File: config.mk
export PLATFORM = sky130hd
export DESIGN_NAME = multi_waveform_generator
export DESIGN_NICKNAME = d
export VERILOG_FILES = /design/src/rtl/core/mwg_pkg.sv /design/src/rtl/core/mwg_front.sv /design/src/rtl/core/mwg_queue.sv /design/src/rtl/core/mwg_back.sv /design/src/rtl/core/multi_waveform_generator.sv
export SDC_FILE = /design/constraint.sdc
export NUM_CORES = 2
export LEC_CHECK = 0
export BUFFER_PORTS_ARGS = -buffer_cell sky130_fd_sc_hd__buf_2
export CAP_MARGIN = 15
export CORE_ASPECT_RATIO = 1.5
export CORE_MARGIN = 1.5
export CORE_UTILIZATION = 66
export CTS_CLUSTER_DIAMETER = 120
export DETAILED_ROUTE_END_ITERATION = 10
export GPL_TIMING_DRIVEN = 0
export PLACE_DENSITY_LB_ADDON = 0.1
export SLEW_MARGIN = 25
export SYNTH_ARGS = -nofsm -noshare
export SYNTH_HDL_FRONTEND = slang
export SYNTH_SLANG_ARGS = --single-unit
File: constraint.sdc
create_clock -name i_clk -period 13.8 [get_ports i_clk]
set_input_delay 0 -clock i_clk [delete_from_list [all_inputs] [get_ports i_clk]]
set_output_delay 0 -clock i_clk [all_outputs]
set_load 0.005 [all_outputs]
File: src/rtl/core/mwg_pkg.sv
package mwg_pkg;

    localparam int PHASE_BITS   = 32;
    localparam int FRAC_BITS    = 12;
    localparam int TABLE_POINTS = 91;

    localparam int CFG_IDX_W   = 3;
    localparam int CFG_DATA_W  = 32;
    localparam int WAVE_TYPE_W = 3;
    localparam int STEP_W      = 32;
    localparam int BIAS_W      = 16;
    localparam int AMP_W       = 16;
    localparam int NOISE_W     = 32;
    localparam int SAMPLE_W    = 24;

    localparam int WAVE_W  = FRAC_BITS + 2;
    localparam int DEG_W   = PHASE_BITS + 9;
    localparam int IDX_W   = $clog2(TABLE_POINTS);
    localparam int TBL_W   = 16;
    localparam int TBL_FRAC_W = 15;
    localparam int INTERP_W = 16;
    localparam int SUM_W   = BIAS_W + 1;
    localparam int PROD_W  = SUM_W + AMP_W + 1;

    localparam int QUEUE_DEPTH = 4;
    localparam int QPTR_W      = $clog2(QUEUE_DEPTH);
    localparam int QCNT_W      = $clog2(QUEUE_DEPTH + 1);

    localparam logic [NOISE_W-1:0] NOISE_DEFAULT = 32'd2463534242;
    localparam logic [STEP_W-1:0]  STEP_RESET    = 32'd42949673;

    localparam logic [DEG_W-1:0] DEG_MULT = DEG_W'(360);
    localparam logic [DEG_W-1:0] DEG_180  = DEG_W'(180) << PHASE_BITS;
    localparam logic [DEG_W-1:0] DEG_90   = DEG_W'(90) << PHASE_BITS;
    localparam logic [IDX_W-1:0] IDX_LAST = IDX_W'(TABLE_POINTS - 1);

    localparam logic signed [WAVE_W:0] WAVE_ONE = (WAVE_W + 1)'(1) << FRAC_BITS;

    typedef enum logic [CFG_IDX_W-1:0] {
        CFG_WAVE_TYPE  = 3'd0,
        CFG_PHASE_STEP = 3'd1,
        CFG_BIAS       = 3'd2,
        CFG_HALF_AMP   = 3'd3,
        CFG_SEED       = 3'd4
    } t_cfg_idx;

    typedef enum logic [WAVE_TYPE_W-1:0] {
        WAVE_SINE     = 3'd0,
        WAVE_TRIANGLE = 3'd1,
        WAVE_SAW      = 3'd2,
        WAVE_INV_SAW  = 3'd3,
        WAVE_SQUARE   = 3'd4,
        WAVE_NOISE    = 3'd5
    } t_wave;

    typedef struct packed {
        logic [WAVE_TYPE_W-1:0] wave_type;
        logic [BIAS_W-1:0]      bias;
        logic [AMP_W-1:0]       half_amp;
    } t_cfg;

    typedef struct packed {
        logic [PHASE_BITS-1:0] phase;
        logic [NOISE_W-1:0]    noise;
    } t_item;

    typedef struct packed {
        logic              full;
        logic              empty;
        logic [QCNT_W-1:0] count;
    } t_q_status;

    localparam logic [TBL_W-1:0] QUARTER_SINE [0:TABLE_POINTS-1] = '{
        16'd0,     16'd572,   16'd1144,  16'd1715,  16'd2286,
        16'd2856,  16'd3425,  16'd3993,  16'd4560,  16'd5126,
        16'd5690,  16'd6252,  16'd6813,  16'd7371,  16'd7927,
        16'd8481,  16'd9032,  16'd9580,  16'd10126, 16'd10668,
        16'd11207, 16'd11743, 16'd12275, 16'd12803, 16'd13328,
        16'd13848, 16'd14365, 16'd14876, 16'd15384, 16'd15886,
        16'd16384, 16'd16877, 16'd17364, 16'd17847, 16'd18324,
        16'd18795, 16'd19261, 16'd19720, 16'd20174, 16'd20622,
        16'd21063, 16'd21498, 16'd21926, 16'd22348, 16'd22763,
        16'd23170, 16'd23571, 16'd23965, 16'd24351, 16'd24730,
        16'd25102, 16'd25466, 16'd25822, 16'd26170, 16'd26510,
        16'd26842, 16'd27166, 16'd27482, 16'd27789, 16'd28088,
        16'd28378, 16'd28660, 16'd28932, 16'd29197, 16'd29452,
        16'd29698, 16'd29935, 16'd30163, 16'd30382, 16'd30592,
        16'd30792, 16'd30983, 16'd31164, 16'd31336, 16'd31499,
        16'd31651, 16'd31795, 16'd31928, 16'd32052, 16'd32166,
        16'd32270, 16'd32365, 16'd32449, 16'd32524, 16'd32588,
        16'd32643, 16'd32688, 16'd32723, 16'd32748, 16'd32763,
        16'd32768
    };

    function automatic logic [NOISE_W-1:0] xorshift(input logic [NOISE_W-1:0] s);
        logic [NOISE_W-1:0] x;
        x = s;
        x = x ^ (x << 13);
        x = x ^ (x >> 17);
        x = x ^ (x << 5);
        return x;
    endfunction

endpackage

File: src/rtl/core/mwg_front.sv
module mwg_front (
    input  logic                               i_clk,
    input  logic                               i_rst_n,
    input  logic                               i_cfg_we,
    input  logic [mwg_pkg::CFG_IDX_W-1:0]      i_cfg_index,
    input  logic [mwg_pkg::CFG_DATA_W-1:0]     i_cfg_data,
    input  logic                               i_in_valid,
    output logic                               o_in_ready,
    input  logic                               i_restart,
    input  mwg_pkg::t_q_status                 i_q_status,
    output logic                               o_push,
    output mwg_pkg::t_item                     o_item,
    output mwg_pkg::t_cfg                      o_cfg
);

    mwg_pkg::t_cfg                           r_cfg;
    logic [mwg_pkg::STEP_W-1:0]              r_step;
    logic [mwg_pkg::PHASE_BITS-1:0]          r_phase;
    logic [mwg_pkg::NOISE_W-1:0]             r_noise;

    logic                                    accept;
    logic [mwg_pkg::PHASE_BITS-1:0]          phase_cur;
    logic [mwg_pkg::STEP_W+mwg_pkg::PHASE_BITS-1:0] step_wide;
    logic [mwg_pkg::PHASE_BITS-1:0]          step;
    logic [mwg_pkg::NOISE_W-1:0]             noise_next;

    assign o_in_ready = !i_q_status.full;
    assign accept     = i_in_valid && !i_q_status.full;
    assign o_push     = accept;

    assign phase_cur  = i_restart ? '0 : r_phase;
    // The 32-bit step is rescaled to the accumulator width.
    assign step_wide  = {r_step, {mwg_pkg::PHASE_BITS{1'b0}}} >> mwg_pkg::STEP_W;
    assign step       = step_wide[mwg_pkg::PHASE_BITS-1:0];
    assign noise_next = mwg_pkg::xorshift(r_noise);

    assign o_item.phase = phase_cur;
    assign o_item.noise = noise_next;
    assign o_cfg        = r_cfg;

    always_ff @(posedge i_clk) begin
        if (!i_rst_n) begin
            r_cfg.wave_type <= mwg_pkg::WAVE_SINE;
            r_cfg.bias      <= '0;
            r_cfg.half_amp  <= '0;
            r_step          <= mwg_pkg::STEP_RESET;
            r_phase         <= '0;
            r_noise         <= mwg_pkg::NOISE_DEFAULT;
        end else if (i_cfg_we) begin
            unique case (i_cfg_index)
                mwg_pkg::CFG_WAVE_TYPE: begin
                    r_cfg.wave_type <= i_cfg_data[mwg_pkg::WAVE_TYPE_W-1:0];
                    r_phase         <= '0;
                end
                mwg_pkg::CFG_PHASE_STEP: begin
                    r_step <= i_cfg_data[mwg_pkg::STEP_W-1:0];
                end
                mwg_pkg::CFG_BIAS: begin
                    r_cfg.bias <= i_cfg_data[mwg_pkg::BIAS_W-1:0];
                end
                mwg_pkg::CFG_HALF_AMP: begin
                    r_cfg.half_amp <= i_cfg_data[mwg_pkg::AMP_W-1:0];
                end
                mwg_pkg::CFG_SEED: begin
                    if (i_cfg_data[mwg_pkg::NOISE_W-1:0] == '0) begin
                        r_noise <= mwg_pkg::NOISE_DEFAULT;
                    end else begin
                        r_noise <= i_cfg_data[mwg_pkg::NOISE_W-1:0];
                    end
                end
                default: begin
                end
            endcase
        end else if (accept) begin
            r_phase <= phase_cur + step;
            if (r_cfg.wave_type == mwg_pkg::WAVE_NOISE) begin
                r_noise <= noise_next;
            end
        end
    end

endmodule

File: src/rtl/core/mwg_queue.sv
module mwg_queue (
    input  logic               i_clk,
    input  logic               i_rst_n,
    input  logic               i_push,
    input  mwg_pkg::t_item     i_item,
    input  logic               i_pop,
    output mwg_pkg::t_item     o_item,
    output mwg_pkg::t_q_status o_status
);

    mwg_pkg::t_item                r_mem [mwg_pkg::QUEUE_DEPTH];
    logic [mwg_pkg::QPTR_W-1:0]    r_wr;
    logic [mwg_pkg::QPTR_W-1:0]    r_rd;
    logic [mwg_pkg::QCNT_W-1:0]    r_count;

    assign o_item          = r_mem[r_rd];
    assign o_status.count  = r_count;
    assign o_status.full   = (r_count == mwg_pkg::QCNT_W'(mwg_pkg::QUEUE_DEPTH));
    assign o_status.empty  = (r_count == '0);

    always_ff @(posedge i_clk) begin
        if (!i_rst_n) begin
            r_wr    <= '0;
            r_rd    <= '0;
            r_count <= '0;
        end else begin
            if (i_push) begin
                r_wr <= r_wr + mwg_pkg::QPTR_W'(1);
            end
            if (i_pop) begin
                r_rd <= r_rd + mwg_pkg::QPTR_W'(1);
            end
            if (i_push && !i_pop) begin
                r_count <= r_count + mwg_pkg::QCNT_W'(1);
            end else if (i_pop && !i_push) begin
                r_count <= r_count - mwg_pkg::QCNT_W'(1);
            end
        end
    end

    always_ff @(posedge i_clk) begin
        if (i_push) begin
            r_mem[r_wr] <= i_item;
        end
    end

endmodule

File: src/rtl/core/mwg_back.sv
module mwg_back (
    input  logic                                  i_clk,
    input  logic                                  i_rst_n,
    input  mwg_pkg::t_cfg                         i_cfg,
    input  mwg_pkg::t_item                        i_item,
    input  mwg_pkg::t_q_status                    i_q_status,
    output logic                                  o_pop,
    output logic                                  o_out_valid,
    input  logic                                  i_out_ready,
    output logic signed [mwg_pkg::SAMPLE_W-1:0]   o_sample
);

    localparam int PB = mwg_pkg::PHASE_BITS;
    localparam int FB = mwg_pkg::FRAC_BITS;
    localparam int WW = mwg_pkg::WAVE_W;

    logic                                en;

    // Stage 1: degree scaling and the non-sine waves.
    logic                                r1_valid;
    logic [mwg_pkg::DEG_W-1:0]           r1_deg;
    logic signed [WW-1:0]                r1_wave;
    logic [mwg_pkg::DEG_W-1:0]           deg;
    logic [PB+1:0]                       ph4;
    logic [PB+1:0]                       tri_sh;
    logic signed [WW:0]                  tri_x;
    logic signed [WW:0]                  tri_w;
    logic signed [WW:0]                  saw_w;
    logic signed [WW:0]                  sq_w;
    logic signed [WW:0]                  noise_w;
    logic signed [WW:0]                  wave1;

    // Stage 2: folding and table reads.
    logic                                r2_valid;
    logic                                r2_neg;
    logic                                r2_full;
    logic [mwg_pkg::TBL_W-1:0]           r2_lo;
    logic [mwg_pkg::TBL_W-1:0]           r2_diff;
    logic [mwg_pkg::INTERP_W-1:0]        r2_frac;
    logic signed [WW-1:0]                r2_wave;
    logic                                neg;
    logic [mwg_pkg::DEG_W-1:0]           deg_h;
    logic [mwg_pkg::DEG_W-1:0]           deg_q;
    logic [mwg_pkg::IDX_W-1:0]           idx;
    logic [mwg_pkg::IDX_W-1:0]           idx_hi;
    logic                                full;
    logic [mwg_pkg::TBL_W-1:0]           tbl_lo;
    logic [mwg_pkg::TBL_W-1:0]           tbl_hi;

    // Stage 3: interpolation and wave select.
    logic                                r3_valid;
    logic signed [WW-1:0]                r3_wave;
    logic [2*mwg_pkg::TBL_W-1:0]         interp_p;
    logic [mwg_pkg::TBL_W-1:0]           interp;
    logic [mwg_pkg::TBL_W-1:0]           sine_val;
    logic [mwg_pkg::TBL_W-1:0]           sine_sh;
    logic signed [WW-1:0]                sine_mag;
    logic signed [WW-1:0]                wave3;

    // Output stage: bias, gain and floor scaling.
    logic                                r_out_valid;
    logic signed [mwg_pkg::SAMPLE_W-1:0] r_sample;
    logic                                active;
    logic signed [mwg_pkg::SUM_W-1:0]    sum;
    logic signed [mwg_pkg::PROD_W-1:0]   prod;
    logic signed [mwg_pkg::PROD_W-1:0]   prod_sh;

    assign en          = !r_out_valid || i_out_ready;
    assign o_pop       = en && !i_q_status.empty;
    assign o_out_valid = r_out_valid;
    assign o_sample    = r_sample;

    always_comb begin
        deg     = mwg_pkg::DEG_W'(i_item.phase) * mwg_pkg::DEG_MULT;
        ph4     = {i_item.phase, 2'b00};
        tri_sh  = ph4 >> (PB - FB);
        tri_x   = $signed({1'b0, tri_sh[WW-1:0]});
        if (i_item.phase[PB-1:PB-2] == 2'b00) begin
            tri_w = tri_x;
        end else if (i_item.phase[PB-1:PB-2] != 2'b11) begin
            tri_w = (mwg_pkg::WAVE_ONE <<< 1) - tri_x;
        end else begin
            tri_w = tri_x - (mwg_pkg::WAVE_ONE <<< 2);
        end
        saw_w   = $signed({3'b000, i_item.phase[PB-1:PB-FB]});
        sq_w    = i_item.phase[PB-1] ? -mwg_pkg::WAVE_ONE : mwg_pkg::WAVE_ONE;
        noise_w = $signed({2'b00, i_item.noise[mwg_pkg::NOISE_W-1:31-FB]})
                  - mwg_pkg::WAVE_ONE;
        case (i_cfg.wave_type)
            mwg_pkg::WAVE_TRIANGLE: wave1 = tri_w;
            mwg_pkg::WAVE_SAW:      wave1 = saw_w;
            mwg_pkg::WAVE_INV_SAW:  wave1 = -saw_w;
            mwg_pkg::WAVE_SQUARE:   wave1 = sq_w;
            mwg_pkg::WAVE_NOISE:    wave1 = noise_w;
            default:                wave1 = '0;
        endcase
    end

    always_comb begin
        neg    = r1_deg > mwg_pkg::DEG_180;
        deg_h  = neg ? (r1_deg - mwg_pkg::DEG_180) : r1_deg;
        deg_q  = (deg_h > mwg_pkg::DEG_90) ? (mwg_pkg::DEG_180 - deg_h) : deg_h;
        idx    = deg_q[PB+mwg_pkg::IDX_W-1:PB];
        full   = idx >= mwg_pkg::IDX_LAST;
        idx_hi = full ? mwg_pkg::IDX_LAST : (idx + mwg_pkg::IDX_W'(1));
        tbl_lo = mwg_pkg::QUARTER_SINE[full ? mwg_pkg::IDX_LAST : idx];
        tbl_hi = mwg_pkg::QUARTER_SINE[idx_hi];
    end

    always_comb begin
        interp_p = (2 * mwg_pkg::TBL_W)'(r2_diff) * (2 * mwg_pkg::TBL_W)'(r2_frac);
        interp   = r2_lo + interp_p[2*mwg_pkg::TBL_W-1:mwg_pkg::TBL_W];
        sine_val = r2_full ? mwg_pkg::QUARTER_SINE[mwg_pkg::IDX_LAST] : interp;
        sine_sh  = sine_val >> (mwg_pkg::TBL_FRAC_W - FB);
        sine_mag = $signed(sine_sh[WW-1:0]);
        if (i_cfg.wave_type == mwg_pkg::WAVE_SINE) begin
            wave3 = r2_neg ? -sine_mag : sine_mag;
        end else begin
            wave3 = r2_wave;
        end
    end

    always_comb begin
        active  = i_cfg.wave_type <= mwg_pkg::WAVE_NOISE;
        sum     = mwg_pkg::SUM_W'(r3_wave) + mwg_pkg::SUM_W'($signed(i_cfg.bias));
        prod    = mwg_pkg::PROD_W'(sum) * mwg_pkg::PROD_W'($signed({1'b0, i_cfg.half_amp}));
        prod_sh = prod >>> FB;
    end

    always_ff @(posedge i_clk) begin
        if (!i_rst_n) begin
            r1_valid    <= 1'b0;
            r2_valid    <= 1'b0;
            r3_valid    <= 1'b0;
            r_out_valid <= 1'b0;
        end else if (en) begin
            r1_valid    <= o_pop;
            r2_valid    <= r1_valid;
            r3_valid    <= r2_valid;
            r_out_valid <= r3_valid;
        end
    end

    always_ff @(posedge i_clk) begin
        if (en) begin
            r1_deg   <= deg;
            r1_wave  <= wave1[WW-1:0];
            r2_neg   <= neg;
            r2_full  <= full;
            r2_lo    <= tbl_lo;
            r2_diff  <= tbl_hi - tbl_lo;
            r2_frac  <= deg_q[PB-1:PB-mwg_pkg::INTERP_W];
            r2_wave  <= r1_wave;
            r3_wave  <= wave3;
            r_sample <= active ? prod_sh[mwg_pkg::SAMPLE_W-1:0] : '0;
        end
    end

endmodule

File: src/rtl/core/multi_waveform_generator.sv
// Direct digital synthesis function generator. Each input beat (with an optional
// restart that clears the phase first) yields one output beat holding one signed
// Q11.12 sample, (wave + bias) * half_amplitude, built from the phase before the
// beat; the phase then advances by phase_step. The front stage updates the phase
// accumulator and, for noise, the xorshift noise state, and can take a beat every
// cycle while the queue has room; a four-entry queue feeds a four-stage back
// pipeline (degree scaling, folding and table lookup, interpolation, gain) that
// delivers one sample per cycle unless output stalls. Up to eight beats can be in
// flight before the input side stalls. The user must write registers through the
// plain write port only while no beat is in flight; the block does not enforce
// it. A wave_type write clears the phase and a seed write reloads the noise state.
module multi_waveform_generator (
    input  logic                                  i_clk,
    input  logic                                  i_rst_n,
    input  logic                                  i_cfg_we,
    input  logic [mwg_pkg::CFG_IDX_W-1:0]         i_cfg_index,
    input  logic [mwg_pkg::CFG_DATA_W-1:0]        i_cfg_data,
    input  logic                                  i_in_valid,
    output logic                                  o_in_ready,
    input  logic                                  i_restart,
    output logic                                  o_out_valid,
    input  logic                                  i_out_ready,
    output logic signed [mwg_pkg::SAMPLE_W-1:0]   o_sample
);

    mwg_pkg::t_cfg      cfg;
    mwg_pkg::t_item     push_item;
    mwg_pkg::t_item     head_item;
    mwg_pkg::t_q_status q_status;
    logic               push;
    logic               pop;

    mwg_front u_front (
        .i_clk       (i_clk),
        .i_rst_n     (i_rst_n),
        .i_cfg_we    (i_cfg_we),
        .i_cfg_index (i_cfg_index),
        .i_cfg_data  (i_cfg_data),
        .i_in_valid  (i_in_valid),
        .o_in_ready  (o_in_ready),
        .i_restart   (i_restart),
        .i_q_status  (q_status),
        .o_push      (push),
        .o_item      (push_item),
        .o_cfg       (cfg)
    );

    mwg_queue u_queue (
        .i_clk    (i_clk),
        .i_rst_n  (i_rst_n),
        .i_push   (push),
        .i_item   (push_item),
        .i_pop    (pop),
        .o_item   (head_item),
        .o_status (q_status)
    );

    mwg_back u_back (
        .i_clk       (i_clk),
        .i_rst_n     (i_rst_n),
        .i_cfg       (cfg),
        .i_item      (head_item),
        .i_q_status  (q_status),
        .o_pop       (pop),
        .o_out_valid (o_out_valid),
        .i_out_ready (i_out_ready),
        .o_sample    (o_sample)
    );

`ifndef ASSERT_OFF
    a_queue_bound: assert property (@(posedge i_clk) disable iff (!i_rst_n)
        q_status.count <= mwg_pkg::QCNT_W'(mwg_pkg::QUEUE_DEPTH))
        else $error("queue fill count above depth");

    a_queue_flags: assert property (@(posedge i_clk) disable iff (!i_rst_n)
        !(q_status.full && q_status.empty))
        else $error("queue reports full and empty together");

    a_pop_nonempty: assert property (@(posedge i_clk) disable iff (!i_rst_n)
        pop |-> !q_status.empty)
        else $error("queue popped while empty");

    a_reset_quiet: assert property (@(posedge i_clk)
        !$past(i_rst_n) |-> !o_out_valid)
        else $error("output valid right after reset");
`endif

endmodule
==> summary.txt <==
Drt
  • Routed length per placed instance: roughly 24 um
  • DRT Pass-1 Iters: 8
  • Routed vias: slightly above 40k
  • Avg Vias per Cell: 6.39
  • DRT iter0 DRCs: approximately 3.8k
  • Final wirelength: 151 mm
  • Antenna viol nets, final: 0
  • DRC viols: 0

Floorplanning
  • IO Pins: 67
  • Row cnt: approximately 120
  • Floorplan core area: roughly 74000 sq um
  • Die W: 226 um
  • Die Span Y: ~340 um
  • Starting density of the core: 66.5%
  • Die ar.: ~76000 sq um

Worst setup path
  • CP Buf/Inv Count: 7
  • Slowest-stage cell, CP: nor2_1
  • Worst Path Max Fanout: 10
  • WP data required: approximately 14000 ps
  • Top cell by count, worst path: o21ai_0
  • Type of element capturing the critical path: flop
  • CP Data Arrival Time: roughly 12000 ps
  • Crit path largest cell delay: between 700 and 800 ps
  • Cell depth of the worst setup path: 36
  • Register-to-Register Path Depth: 36
  • CP top delay family: compound AO/OA/AOI/OAI gates
  • CP startpoint kind: flop
  • Critical path class: reg -> reg

Clocking
  • Later-pin clock latency in the skew report: approximately 650 ps
  • Clk sinks: 476
  • CTS tree: built
  • Number of CTS-inserted buffers: between 40 and 50
  • H-tree Lvls: 2
  • Worst-case clock buffer depth: 3
  • Clock transition at path regs: 70 ps
  • Root Buffer: clkbuf_16

Logic synthesis
  • EDFF count, synth: ~330
  • Total number of yosys warnings: 0
  • Asr flop ratio synth: 0%
  • Synth area leader: fa_1
  • Prevailing post-synth register cell: edfxtp_1
  • Cell variety after synth: 99
  • Mean Syn Cell Area: 9.49 sq um
  • Yosys top cell area share: 21.7%
  • Synthesized flop and latch total: 476
  • Cells after Synth: ~5.2k
  • Sequential-to-total area share from yosys stat: between 20% and 30%
  • Post-Syn Area: between 40000 and 50000 sq um
  • Syn nets: between 6k and 7k
  • Area contributors post-synth: fa_1 (22%), edfxtp_1 (20%), ha_1 (9.4%)

Cells and area
  • Commonest non-fill, non-tap cells in the layout: nand2_1 (675), inv_1 (670), fa_1 (532)
  • Share of post-route cells with drive strength above 1: about 5.2%
  • Nets: 6275
  • Filler cell count: roughly 5.6k
  • Commonest non-fill, non-tap cell in the layout: nand2_1
  • Area grow syn2layout: 7.70%

STA
  • Setup Skew: approximately 54 ps
  • Least-Margin Pin Slew: 1210 ps
  • Achievable Freq: approximately 87 MHz
  • Final Setup Violations: 0
  • Slew HR: 18.6%
  • Max-slew violation count: 0
  • Min Tclk post-route: between 10000 and 15000 ps
  • RSZ-0062 raised after global routing: false
  • Final Cycle Share: 83.0%
  • Fin. Hold Viols: 0
  • Total Negative Setup Slacks: 0 ps

Place
  • Final RePlAce weighted congestion: between 1 and 1.5
  • Port Buffer Count: 64
  • Post-DP HPWL: roughly 120 mm

Run status
  • Outcome: completed

Global routing
  • Largest net degree at the start of global routing: 107
  • GRT busiest layer: met2
  • Antenna violations before repair: 4
  • Met1 Use GR: roughly 45%
  • Total grt overflow: 0
  • GR Util met3: approximately 7.7%
  • Vias in the first global route: 41.6k
  • First-pass GRT wire length: ~230 mm
  • Global Route Usage Sum: a little over 40%
  • GRT met2 Usage: 68.4%

Min path
  • Cells on Worst Hold Path: 4
  • Worst Hold Class: in -> reg

Flow run
  • Max-cap violations: 0
registers in the layout, indices dropped and copies added, names as in the netlist, 22 cells and up, named ones only:
signal	cells
u_front.r_noise	32
u_queue.r_mem	180
u_front.o_cfg	35
u_back.o_sample	22
u_front.r_step	32
u_front.r_phase	32
u_back.r1_deg	38
cells in the mapped netlist, drive strengths merged, types with 12 or more instances:
cell type / n
clkbuf: 228
o32ai: 12
or3: 28
and2: 227
xnor2: 162
a31oi: 44
a211o: 15
fa: 532
mux2i: 14
edfxtp: 332
nand2: 675
nor2b: 69
a221oi: 15
a21o: 60
buf: 45
nand4: 20
o211ai: 58
o2111ai: 12
nand3: 134
o221ai: 34
o21a: 24
a211oi: 57
a311oi: 22
a311o: 12
nor3: 70
and3: 38
o31ai: 21
o21ai: 148
nor2: 203
dfxtp: 144
xor2: 82
nand2b: 26
a21oi: 287
inv: 677
nor4: 42
ha: 369
mux4: 45
o21bai: 22
kinds of logic after synthesis:
kind of cell               after synthesis  synth area share, %
AOI/OAI and AO/OA                      964                 13.2
xor gates and xnor gates               244                 4.37
adders and majority gates              902                 31.1
buffers and inverters                  951                 7.41
DFF                                    476                 26.2
muxes                                   64                 2.47
and+or+nand+nor                       1568                 15.2
through the flow:
stage | utilization, % | worst slack (ps) | hold WS, ps | cell area (sq um) | std cells
after floorplan | - | 4900 | 124 | 49100 | 5169
after global placement | 68.7 | 2540 | 298 | 50600 | 6225
after detailed placement | 68.8 | 2830 | 304 | 50800 | 6228
after CTS | 71.6 | 2790 | 29.3 | 52800 | 6362
after global routing | 71.7 | 2010 | 135 | 52800 | 6364
final | 71.7 | 2340 | 93.2 | 52800 | 6366
metal layers:
metal	share of wire, %	vias to the layer above	wire length (um)
li1	-	17900	-
met1	34	19800	51600
met2	49	2254	74100
met3	7.7	767	11700
met4	9.2	4	13900
met5	0.017	-	26
worst paths after layout:
kind                      start             endpoint  slack (ps)
min reg2reg  u_back.r1_wave[10]   u_back.r2_wave[10]         430
max reg2reg   u_back.r1_deg[27]   u_back.r2_diff[15]        2340
min                    i_cfg_we  u_front.r_noise[21]          90
max           u_back.r1_deg[27]   u_back.r2_diff[15]        2340
worst register-to-register path, delay by kind of cell, from the launching register on:
family          cells  cell delay [ps]
flops               1              520
simple gates        8             3110
fa+ha+maj           3             1060
compound gates     16             4000
xor+xnor            2              650
buf+inv             7             1860
area by class of cell:
| type | count | area, sq um | share of cell area [%] |
|---|---|---|---|
| clock buffers | 58 | 1230 | 2.32 |
| diodes | 2 | 5.00 | 0.00947 |
| clock inverters | 30 | 337 | 0.637 |
| repair buffers | 115 | 882 | 1.67 |
| multi-input cells | 3742 | 32700 | 61.8 |
| well taps | 992 | 1240 | 2.35 |
| flip-flops and latches | 476 | 12900 | 24.3 |
| inverters | 678 | 2550 | 4.83 |
| plain buffers | 273 | 1090 | 2.06 |
repair_timing:
action	CTS	global route
hold endpoints to repair	115	0
hold buffers	46	0
buffers inserted	0	0
resized for setup	0	0
Power is left out: the tool's default activity adds up to more than one toggle a clock period on the data nets, which glitch-free logic cannot reach.
